`config.mk`:
```
export PLATFORM = sky130hd
export DESIGN_NAME = block_cache_tag_controller_unit
export DESIGN_NICKNAME = d
export VERILOG_FILES = /design/src/hw/rtl/bctc_pkg.sv /design/src/hw/rtl/bctc_ram.sv /design/src/hw/rtl/bctc_scan.sv /design/src/hw/rtl/block_cache_tag_controller_unit.sv
export SDC_FILE = /design/constraint.sdc
export NUM_CORES = 2
export LEC_CHECK = 0
export BUFFER_PORTS_ARGS = -buffer_cell sky130_fd_sc_hd__buf_4
export CAP_MARGIN = 10
export CELL_PAD_IN_SITES_DETAIL_PLACEMENT = 0
export CELL_PAD_IN_SITES_GLOBAL_PLACEMENT = 2
export CORE_UTILIZATION = 35
export DETAILED_ROUTE_END_ITERATION = 6
export PLACE_DENSITY_LB_ADDON = 0.1
export SLEW_MARGIN = 20
export SYNTH_ARGS = -nofsm -noshare
export SYNTH_HDL_FRONTEND = slang
export SYNTH_SLANG_ARGS = --single-unit
```
`constraint.sdc`:
```
create_clock -name clock -period 10 [get_ports clock]
set_input_delay 0.5 -clock clock [delete_from_list [all_inputs] [get_ports clock]]
set_output_delay 0.5 -clock clock [all_outputs]
set_load 0.05 [all_outputs]
```
`src/hw/rtl/bctc_pkg.sv`:
```
// Shared types and codes for the block cache tag controller.
package bctc_pkg;

   // Request functions
   localparam logic [1:0] FUNC_READ  = 2'd0;
   localparam logic [1:0] FUNC_MARK  = 2'd1;
   localparam logic [1:0] FUNC_FLUSH = 2'd2;

   // Result status codes
   localparam logic [1:0] STAT_OK         = 2'd0;
   localparam logic [1:0] STAT_WB_FAIL    = 2'd1;
   localparam logic [1:0] STAT_FETCH_FAIL = 2'd2;
   localparam logic [1:0] STAT_NOT_CACHED = 2'd3;

   // A flush reports at most this many entries; only this many have fail bits
   localparam logic [4:0] FLUSH_MAX = 5'd16;
   localparam int         FAIL_BITS = 16;

   typedef struct packed {
      logic [1:0]  func;
      logic [31:0] lba;
      logic [3:0]  buffer_index;
      logic        writeback_fails;
      logic        fetch_fails;
      logic [15:0] flush_fail_mask;
   } req_item_type;

   typedef struct packed {
      logic [1:0]  status;
      logic [3:0]  entry_index;
      logic        was_hit;
      logic        writeback_valid;
      logic [31:0] writeback_lba;
      logic        fetch_valid;
      logic [31:0] fetch_lba;
      logic        flush_failed;
      logic [31:0] hit_count;
      logic [31:0] miss_count;
      logic        last;
   } rsp_item_type;

   // Sequencer to tag compare unit
   typedef struct packed {
      logic clear;
      logic step;
   } scan_ctrl_type;

   // Tag compare unit to sequencer
   typedef struct packed {
      logic hit;
      logic vic_wb;
   } scan_stat_type;

endpackage

```
`src/hw/rtl/bctc_ram.sv`:
```
// Generic single-write, single-read RAM with registered read data.
module bctc_ram #(
   parameter int WIDTH = 32,
   parameter int DEPTH = 16
) (
   input  logic                     clock,
   input  logic                     wr_en,
   input  logic [$clog2(DEPTH)-1:0] wr_addr,
   input  logic [WIDTH-1:0]         wr_data,
   input  logic [$clog2(DEPTH)-1:0] rd_addr,
   output logic [WIDTH-1:0]         rd_data
);

   logic [WIDTH-1:0] mem_ff [DEPTH];
   logic [WIDTH-1:0] rd_data_ff;

   always_ff @(posedge clock) begin
      if (wr_en) begin
         mem_ff[wr_addr] <= wr_data;
      end
      rd_data_ff <= mem_ff[rd_addr];
   end

   assign rd_data = rd_data_ff;

endmodule

```
`src/hw/rtl/bctc_scan.sv`:
```
// Tag compare unit: one entry per step, tracks the first hit and the victim.
module bctc_scan #(
   parameter int ENTRIES = 16
) (
   input  logic                       clock,
   input  logic                       reset,
   input  bctc_pkg::scan_ctrl_type    ctrl,
   input  logic [$clog2(ENTRIES)-1:0] idx,
   input  logic                       ent_valid,
   input  logic                       ent_dirty,
   input  logic [31:0]                sector,
   input  logic [31:0]                age,
   input  logic [31:0]                lba,
   output bctc_pkg::scan_stat_type    stat,
   output logic [$clog2(ENTRIES)-1:0] hit_idx,
   output logic [$clog2(ENTRIES)-1:0] vic_idx,
   output logic [31:0]                vic_sector
);

   localparam int IDX_W = $clog2(ENTRIES);

   logic             hit_ff, hit_in;
   logic             free_ff, free_in;
   logic             have_ff, have_in;
   logic             vic_wb_ff, vic_wb_in;
   logic [IDX_W-1:0] hit_idx_ff, hit_idx_in;
   logic [IDX_W-1:0] vic_idx_ff, vic_idx_in;
   logic [31:0]      best_age_ff, best_age_in;
   logic [31:0]      vic_sector_ff, vic_sector_in;
   logic             match;
   logic             older;

   // the shared comparators
   assign match = ent_valid && (sector == lba);
   assign older = !have_ff || (age < best_age_ff);

   always_comb begin
      hit_in        = hit_ff;
      free_in       = free_ff;
      have_in       = have_ff;
      vic_wb_in     = vic_wb_ff;
      hit_idx_in    = hit_idx_ff;
      vic_idx_in    = vic_idx_ff;
      best_age_in   = best_age_ff;
      vic_sector_in = vic_sector_ff;
      if (ctrl.clear) begin
         hit_in  = 1'b0;
         free_in = 1'b0;
         have_in = 1'b0;
      end else if (ctrl.step) begin
         // first matching entry wins
         if (match && !hit_ff) begin
            hit_in     = 1'b1;
            hit_idx_in = idx;
         end
         // first free entry, else oldest stamp with lowest index on ties
         if (!free_ff) begin
            if (!ent_valid) begin
               free_in    = 1'b1;
               vic_idx_in = idx;
               vic_wb_in  = 1'b0;
            end else if (older) begin
               have_in       = 1'b1;
               vic_idx_in    = idx;
               best_age_in   = age;
               vic_sector_in = sector;
               vic_wb_in     = ent_dirty;
            end
         end
      end
   end

   always_ff @(posedge clock) begin
      if (reset) begin
         hit_ff    <= 1'b0;
         free_ff   <= 1'b0;
         have_ff   <= 1'b0;
         vic_wb_ff <= 1'b0;
      end else begin
         hit_ff    <= hit_in;
         free_ff   <= free_in;
         have_ff   <= have_in;
         vic_wb_ff <= vic_wb_in;
      end
      hit_idx_ff    <= hit_idx_in;
      vic_idx_ff    <= vic_idx_in;
      best_age_ff   <= best_age_in;
      vic_sector_ff <= vic_sector_in;
   end

   assign stat.hit    = hit_ff;
   assign stat.vic_wb = vic_wb_ff;
   assign hit_idx     = hit_idx_ff;
   assign vic_idx     = vic_idx_ff;
   assign vic_sector  = vic_sector_ff;

endmodule

```
`src/hw/rtl/block_cache_tag_controller_unit.sv`:
```
// Block cache tag controller top level: sequencer, tag state, counters, output.
//
// Requests enter on req_valid/req_ready with req_item; results leave on
// rsp_valid/rsp_ready with rsp_item. One request is worked on at a time and
// req_ready is high only while the sequencer is idle.
// A read walks every entry through one tag compare unit, one entry per cycle
// fed from the sector and age RAMs, then a drain and a finish state before the
// result goes to the output register. A mark-dirty is answered from its own
// state. A flush walks the valid and dirty bits, skipping clean entries and
// passing a capture state for each dirty entry, and gives one item per dirty
// entry (at most 16), the last one flagged; with nothing dirty it gives a
// single empty item. Unknown functions give no item. Results sit in one
// output register; while the receiver stalls the sequencer holds before
// emitting, and a new request may be accepted once the last item is in it.
// Reset (synchronous, active high) clears valid and dirty bits, the age
// stamp and the hit and miss counters at once; no clearing pass is needed,
// since sector and age RAM words are only read for valid entries.
module block_cache_tag_controller_unit #(
   parameter int ENTRIES = 16
) (
   input  logic                   clock,
   input  logic                   reset,
   input  logic                   req_valid,
   output logic                   req_ready,
   input  bctc_pkg::req_item_type req_item,
   output logic                   rsp_valid,
   input  logic                   rsp_ready,
   output bctc_pkg::rsp_item_type rsp_item
);

   localparam int               IDX_W    = $clog2(ENTRIES);
   localparam logic [IDX_W-1:0] LAST_IDX = IDX_W'(ENTRIES - 1);

   // sequencer states
   localparam logic [2:0] S_IDLE   = 3'd0;
   localparam logic [2:0] S_SCAN   = 3'd1;
   localparam logic [2:0] S_DRAIN  = 3'd2;
   localparam logic [2:0] S_RD_FIN = 3'd3;
   localparam logic [2:0] S_MARK   = 3'd4;
   localparam logic [2:0] S_FL_RD  = 3'd5;
   localparam logic [2:0] S_FL_CAP = 3'd6;
   localparam logic [2:0] S_FL_END = 3'd7;

   logic [2:0]             state_ff, state_in;
   bctc_pkg::req_item_type req_ff, req_in;
   logic [IDX_W-1:0]       cnt_ff, cnt_in;
   logic                   step_ff;
   logic [IDX_W-1:0]       step_idx_ff;
   logic [ENTRIES-1:0]     valid_ff, valid_in;
   logic [ENTRIES-1:0]     dirty_ff, dirty_in;
   logic [31:0]            age_ff, age_in;
   logic [31:0]            hits_ff, hits_in;
   logic [31:0]            misses_ff, misses_in;
   logic                   rsp_valid_ff, rsp_valid_in;
   bctc_pkg::rsp_item_type rsp_ff, rsp_in;
   logic                   pend_valid_ff, pend_valid_in;
   bctc_pkg::rsp_item_type pend_ff, pend_in;
   logic [4:0]             fl_n_ff, fl_n_in;
   logic                   fl_fail_ff, fl_fail_in;

   logic                   slot_free;
   logic                   rsp_emit;
   bctc_pkg::rsp_item_type rsp_new;
   bctc_pkg::rsp_item_type base;
   logic                   age_we;
   logic [IDX_W-1:0]       age_waddr;
   logic                   sec_we;
   logic [31:0]            sec_rdata;
   logic [31:0]            age_rdata;
   logic [IDX_W-1:0]       mark_idx;
   logic [3:0]             fl_bit;
   logic                   fl_fails;

   bctc_pkg::scan_ctrl_type scan_ctrl;
   bctc_pkg::scan_stat_type scan_stat;
   logic [IDX_W-1:0]        hit_idx;
   logic [IDX_W-1:0]        vic_idx;
   logic [31:0]             vic_sector;

   // tag storage
   bctc_ram #(.WIDTH(32), .DEPTH(ENTRIES)) u_sector_ram (
      .clock   (clock),
      .wr_en   (sec_we),
      .wr_addr (vic_idx),
      .wr_data (req_ff.lba),
      .rd_addr (cnt_ff),
      .rd_data (sec_rdata)
   );

   bctc_ram #(.WIDTH(32), .DEPTH(ENTRIES)) u_age_ram (
      .clock   (clock),
      .wr_en   (age_we),
      .wr_addr (age_waddr),
      .wr_data (age_in),
      .rd_addr (cnt_ff),
      .rd_data (age_rdata)
   );

   // shared compare unit for the read walk
   assign scan_ctrl.clear = (state_ff == S_IDLE) && req_valid
                            && (req_item.func == bctc_pkg::FUNC_READ);
   assign scan_ctrl.step  = step_ff;

   bctc_scan #(.ENTRIES(ENTRIES)) u_scan (
      .clock      (clock),
      .reset      (reset),
      .ctrl       (scan_ctrl),
      .idx        (step_idx_ff),
      .ent_valid  (valid_ff[step_idx_ff]),
      .ent_dirty  (dirty_ff[step_idx_ff]),
      .sector     (sec_rdata),
      .age        (age_rdata),
      .lba        (req_ff.lba),
      .stat       (scan_stat),
      .hit_idx    (hit_idx),
      .vic_idx    (vic_idx),
      .vic_sector (vic_sector)
   );

   assign slot_free = !rsp_valid_ff || rsp_ready;
   assign req_ready = (state_ff == S_IDLE);
   assign mark_idx  = IDX_W'(req_ff.buffer_index);
   assign fl_bit    = 4'(cnt_ff);
   assign fl_fails  = (32'(cnt_ff) < bctc_pkg::FAIL_BITS)
                      && req_ff.flush_fail_mask[fl_bit];

   always_comb begin
      base            = '0;
      base.hit_count  = hits_ff;
      base.miss_count = misses_ff;
   end

   // sequencer
   always_comb begin
      state_in      = state_ff;
      req_in        = req_ff;
      cnt_in        = cnt_ff;
      valid_in      = valid_ff;
      dirty_in      = dirty_ff;
      age_in        = age_ff;
      hits_in       = hits_ff;
      misses_in     = misses_ff;
      pend_valid_in = pend_valid_ff;
      pend_in       = pend_ff;
      fl_n_in       = fl_n_ff;
      fl_fail_in    = fl_fail_ff;
      rsp_emit      = 1'b0;
      rsp_new       = base;
      age_we        = 1'b0;
      age_waddr     = vic_idx;
      sec_we        = 1'b0;

      case (state_ff)
         S_IDLE: begin
            if (req_valid) begin
               req_in = req_item;
               cnt_in = '0;
               case (req_item.func)
                  bctc_pkg::FUNC_READ: state_in = S_SCAN;
                  bctc_pkg::FUNC_MARK: state_in = S_MARK;
                  bctc_pkg::FUNC_FLUSH: begin
                     fl_n_in       = '0;
                     fl_fail_in    = 1'b0;
                     pend_valid_in = 1'b0;
                     state_in      = S_FL_RD;
                  end
                  default: state_in = S_IDLE;
               endcase
            end
         end

         S_SCAN: begin
            if (cnt_ff == LAST_IDX) begin
               state_in = S_DRAIN;
            end else begin
               cnt_in = cnt_ff + 1'b1;
            end
         end

         S_DRAIN: state_in = S_RD_FIN;

         S_RD_FIN: begin
            if (slot_free) begin
               rsp_emit     = 1'b1;
               rsp_new.last = 1'b1;
               state_in     = S_IDLE;
               if (scan_stat.hit) begin
                  hits_in             = hits_ff + 32'd1;
                  age_in              = age_ff + 32'd1;
                  age_we              = 1'b1;
                  age_waddr           = hit_idx;
                  rsp_new.entry_index = 4'(hit_idx);
                  rsp_new.was_hit     = 1'b1;
                  rsp_new.hit_count   = hits_ff + 32'd1;
               end else begin
                  misses_in           = misses_ff + 32'd1;
                  rsp_new.miss_count  = misses_ff + 32'd1;
                  rsp_new.entry_index = 4'(vic_idx);
                  if (scan_stat.vic_wb) begin
                     rsp_new.writeback_valid = 1'b1;
                     rsp_new.writeback_lba   = vic_sector;
                  end
                  if (scan_stat.vic_wb && req_ff.writeback_fails) begin
                     rsp_new.status = bctc_pkg::STAT_WB_FAIL;
                  end else begin
                     dirty_in[vic_idx]   = 1'b0;
                     rsp_new.fetch_valid = 1'b1;
                     rsp_new.fetch_lba   = req_ff.lba;
                     if (req_ff.fetch_fails) begin
                        valid_in[vic_idx] = 1'b0;
                        rsp_new.status    = bctc_pkg::STAT_FETCH_FAIL;
                     end else begin
                        sec_we            = 1'b1;
                        age_in            = age_ff + 32'd1;
                        age_we            = 1'b1;
                        valid_in[vic_idx] = 1'b1;
                     end
                  end
               end
            end
         end

         S_MARK: begin
            if (slot_free) begin
               rsp_emit            = 1'b1;
               rsp_new.last        = 1'b1;
               rsp_new.entry_index = req_ff.buffer_index;
               state_in            = S_IDLE;
               if ((32'(req_ff.buffer_index) >= ENTRIES) || !valid_ff[mark_idx]) begin
                  rsp_new.status = bctc_pkg::STAT_NOT_CACHED;
               end else begin
                  dirty_in[mark_idx] = 1'b1;
                  age_in             = age_ff + 32'd1;
                  age_we             = 1'b1;
                  age_waddr          = mark_idx;
               end
            end
         end

         // skip clean entries, fetch the sector of dirty ones
         S_FL_RD: begin
            if (valid_ff[cnt_ff] && dirty_ff[cnt_ff]) begin
               state_in = S_FL_CAP;
            end else if (cnt_ff == LAST_IDX) begin
               state_in = S_FL_END;
            end else begin
               cnt_in = cnt_ff + 1'b1;
            end
         end

         // the previous dirty entry is pending until we know it is not the last
         S_FL_CAP: begin
            if (!pend_valid_ff || slot_free) begin
               if (pend_valid_ff) begin
                  rsp_emit = 1'b1;
                  rsp_new  = pend_ff;
               end
               pend_in                 = base;
               pend_in.entry_index     = 4'(cnt_ff);
               pend_in.writeback_valid = 1'b1;
               pend_in.writeback_lba   = sec_rdata;
               if (fl_fails) begin
                  pend_in.status = bctc_pkg::STAT_WB_FAIL;
                  fl_fail_in     = 1'b1;
               end else begin
                  dirty_in[cnt_ff] = 1'b0;
               end
               pend_valid_in = 1'b1;
               fl_n_in       = fl_n_ff + 5'd1;
               if ((fl_n_ff + 5'd1 == bctc_pkg::FLUSH_MAX) || (cnt_ff == LAST_IDX)) begin
                  state_in = S_FL_END;
               end else begin
                  cnt_in   = cnt_ff + 1'b1;
                  state_in = S_FL_RD;
               end
            end
         end

         S_FL_END: begin
            if (slot_free) begin
               rsp_emit = 1'b1;
               if (pend_valid_ff) begin
                  rsp_new              = pend_ff;
                  rsp_new.flush_failed = fl_fail_ff;
               end
               rsp_new.last  = 1'b1;
               pend_valid_in = 1'b0;
               state_in      = S_IDLE;
            end
         end

         default: state_in = S_IDLE;
      endcase
   end

   // output register
   always_comb begin
      rsp_valid_in = rsp_valid_ff;
      rsp_in       = rsp_ff;
      if (rsp_emit) begin
         rsp_valid_in = 1'b1;
         rsp_in       = rsp_new;
      end else if (rsp_ready) begin
         rsp_valid_in = 1'b0;
      end
   end

   always_ff @(posedge clock) begin
      if (reset) begin
         state_ff      <= S_IDLE;
         step_ff       <= 1'b0;
         valid_ff      <= '0;
         dirty_ff      <= '0;
         age_ff        <= '0;
         hits_ff       <= '0;
         misses_ff     <= '0;
         rsp_valid_ff  <= 1'b0;
         pend_valid_ff <= 1'b0;
         fl_n_ff       <= '0;
         fl_fail_ff    <= 1'b0;
      end else begin
         state_ff      <= state_in;
         step_ff       <= (state_ff == S_SCAN);
         valid_ff      <= valid_in;
         dirty_ff      <= dirty_in;
         age_ff        <= age_in;
         hits_ff       <= hits_in;
         misses_ff     <= misses_in;
         rsp_valid_ff  <= rsp_valid_in;
         pend_valid_ff <= pend_valid_in;
         fl_n_ff       <= fl_n_in;
         fl_fail_ff    <= fl_fail_in;
      end
      req_ff      <= req_in;
      cnt_ff      <= cnt_in;
      step_idx_ff <= cnt_ff;
      rsp_ff      <= rsp_in;
      pend_ff     <= pend_in;
   end

   assign rsp_valid = rsp_valid_ff;
   assign rsp_item  = rsp_ff;

   // a result that is not the last one means a flush is still running
   a_not_last_busy: assert property (@(posedge clock) disable iff (reset)
      rsp_valid_ff && !rsp_ff.last |-> state_ff != S_IDLE)
      else $error("non-final result while sequencer idle");

   // a reported hit always advances the hit counter by one
   a_hit_counts: assert property (@(posedge clock) disable iff (reset)
      rsp_emit && rsp_new.was_hit |=> hits_ff == $past(hits_ff) + 32'd1)
      else $error("hit counter did not advance on hit");

   // a flush never reports more entries than its limit
   a_flush_limit: assert property (@(posedge clock) disable iff (reset)
      fl_n_ff <= bctc_pkg::FLUSH_MAX)
      else $error("flush result count over limit");

   // the flush failure summary only rides on the final result
   a_flush_fail_last: assert property (@(posedge clock) disable iff (reset)
      rsp_valid_ff && rsp_ff.flush_failed |-> rsp_ff.last)
      else $error("flush_failed on a non-final result");

endmodule
```
==> impl_results.md <==
- Hold_sp: reset
- P_leak: 0.0237 uW
- RSZ-0062 raised after global routing: false
- Post-detail-place hpwl: 95.8 mm
- Vias per inst: 5.30
- VDD IR max: 0.154 mV
- Synth top area cells: edfxtp_1, mux4_2, dfxtp_1, nor2_1, nand2_1
- CTS tree: yes
- Layout area overhead: 17.4%
- CP Capture Type: flop
- Area of the multi-input gates: 0.0160 sq mm
- Outcome: complete, no violations
- Register area share after synthesis: 73.5%
- Via count: 33.4k
- Hold EP: fl_n_ff[0]$_SDFFE_PP0P_
- Seq. cell area: 0.0461 sq mm
- Placer Congestion: 0.751
- Rows: 155
- GRT Overall Usage: 18.7%
- EDFF count, synth: 1394
- Max clock buf depth: 3
- DIE AREA: 0.181 sq mm
- Ys Warns: 0
- Most used DFF post-synth: edfxtp_1
- Final setup fails: 0
- Clock-pin slew on the worst setup and hold paths: 0.06 ns
- Peak Freq: 213 MHz
- Hold path depth: 2
- Initial Util: 35.2%
- Synth area leader: edfxtp_1
- Cells after synthesis: 3456
- TNS Setup: 0 ns
- Commonest non-fill, non-tap cell in the layout: edfxtp_1
- H-tree levels: 4
- Grt ovf: 0
- Initial drt markers: 2622
- Netlist Area Pre-Place: 0.0628 sq mm
- Final Cycle Share: 46.9%
- CP Class: flop to flop
- Largest net degree at the start of global routing: 140
- FF-to-FF Start: state_ff[2]$_SDFFE_PP0P_
- Total Nets Final: 3891
- Vias in the first global route: 34.3k
- Worst hold margin: 0.126 ns
- Register-to-register setup slack: 5.31 ns
- Layout cells sized above 1: 24.5%
- Die Span Y: 425 um
- Clock sink count: 1606
- Global-route wire length before repair: 243 mm
- Initial antenna violation count: 9
- Die width: 425 um
- Post-Syn Area per Cell: 18.2 sq um
- Power Density: 205 mW/mm^2
- TritonCTS Buffers: 177
- Fillers: 15.7k
- Worst skew pair latency: 0.82 ns
- Max-cap violations: 0
- Critical Path AT: 5.09 ns
- FFs w/ async S/R, synth: 0%
- DRC viols: 0
- Syn_nets: 3558
- Flops & latches, synth: 1606
- Worst Max-Slew Pin Slew: 1.11 ns
- CP Launch Type: flop
- DRT Pass-1 Iters: 5
- CP Max Fanout: 32
- Number of I/O port buffers: 200
- Hold WC Path Type: primary input to flop
- Period minus WS final: 4.69 ns
- Top cell type's share of synthesized area: 66.7%
- Number of top-level pins: 201
- Root Driver: clkbuf_16
- Post-Route WL: 169 mm
- Commonest non-fill, non-tap cells in the layout: edfxtp_1, mux4_2, buf_4, dfxtp_1, clkbuf_16
- Critical Path RT: 10.41 ns
- Hold Vio Cnt, Final: 0
- Synth cell types: 83
- Layout Skew: 0.0431 ns
- Reg2Reg Capture Point: u_age_ram.mem_ff[9][30]$_DFFE_PP_
- Final Max Slew Viols: 0
- Max-Slew Margin vs Limit: 26.0%
- R2R depth: 7
- DRT antenna net count: 0
- Core Box Area: 0.178 sq mm
- Routed wire per std cell: 26.8 um
## per-stage QoR
step | area (sq um) | power [uW] | instances | worst slack, ns | util (%)
2_1_floorplan | 62800 | 8470 | 3456 | 1.55 | -
3_5_place_dp | 67300 | 8920 | 5909 | 5.38 | 37.8
4_1_cts | 73600 | 15300 | 6297 | 5.37 | 41.3
6_report | 73700 | 15100 | 6301 | 5.31 | 41.4
5_1_grt | 73700 | 15600 | 6299 | 5.08 | 41.3
3_3_place_gp | 67300 | 8900 | 5909 | 5.61 | 37.8
## cells in the mapped netlist, drive strengths merged (13+ instances only)
cell type / instances
a211oi: 17
nand2: 166
and2: 61
buf: 62
edfxtp: 1394
nor4: 31
xor2: 66
inv: 60
o211ai: 29
mux2: 14
dfxtp: 212
o21a: 13
nor2b: 20
a21oi: 69
mux2i: 14
ha: 42
nor3: 43
nand3: 67
and3: 24
a31oi: 25
xnor2: 36
a22o: 34
a221o: 32
nor2: 183
nand4: 36
mux4: 338
or3: 15
o21ai: 81
and4: 14
clkbuf: 117
## state kept, by name, indices dropped and copies added (netlist names), 50 cells and up, named ones only
name	flops
pend_ff	101
req_ff	50
rsp_item	139
u_age_ram.mem_ff	512
u_sector_ram.mem_ff	512
## area by class of cell
class,count,share of cell area (%)
flip-flops and latches,1606,62.6
multi-input cells,1608,21.8
clock buffers,243,6.59
well taps,2355,4.00
repair buffers,333,3.67
clock inverters,91,1.09
inverters,63,0.324
diodes,2,0.00679
## where the power goes
| group | switching (uW) | total (uW) | internal [uW] | leakage [uW] |
|---|---|---|---|---|
| Sequential | 186 | 7610 | 7420 | 0.0143 |
| Combinational | 621 | 1160 | 534 | 0.00661 |
| Clock | 2710 | 6350 | 3630 | 0.00276 |
| Total | 3520 | 15100 | 11600 | 0.0237 |
## how the worst max path moves through the flow
stage                              from                            endpoint  slack, ns  cells past startpoint
6_report       state_ff[2]$_SDFFE_PP0P_   u_age_ram.mem_ff[9][30]$_DFFE_PP_       5.31                      7
5_1_grt        state_ff[2]$_SDFFE_PP0P_   u_age_ram.mem_ff[9][29]$_DFFE_PP_       5.08                      6
4_1_cts        state_ff[2]$_SDFFE_PP0P_   u_age_ram.mem_ff[2][25]$_DFFE_PP_       5.37                      6
3_5_place_dp   state_ff[2]$_SDFFE_PP0P_  u_age_ram.mem_ff[11][19]$_DFFE_PP_       5.38                      6
3_3_place_gp   state_ff[2]$_SDFFE_PP0P_   u_age_ram.mem_ff[9][26]$_DFFE_PP_       5.61                      7
2_1_floorplan  state_ff[2]$_SDFFE_PP0P_               rsp_item[0]$_DFFE_PP_       1.55                      5
## logic make-up (layout without fill, tap and decap cells)
kind of cell	after synthesis	count (layout)	synth area share, %
DFF	1606	1606	73.5
and+or+nand+nor	707	707	5.71
AOI/OAI and AO/OA	391	391	4.40
muxes	366	366	12.6
buffers and inverters	242	730	1.56
xor gates and xnor gates	102	102	1.42
adders and majority gates	42	42	0.837
other	0	2	0
## repair_timing
item	4_1_cts	5_1_grt
endpoints found under the hold margin	54	0
setup buffers	0	0
hold buffers	54	0
gates resized for setup	0	0
## per-layer routing
metal	vias up	part of all wire, %	track usage [%]
met1	17729	45	25.9
met4	0	2.2	5.42
met5	-	0	0
met2	827	48	30.2
li1	14634	-	-
met3	206	4.8	3.17
## critical path: stages (launching register included)
cell	delay [ns]
dfxtp_1	0.72
or3b_1	0.52
nor3_1	0.28
nand4_1	0.73
nand3_1	0.55
o211ai_1	0.47
nor4b_2	0.36
buf_4	0.60
Power figures use the tool's default switching activity.
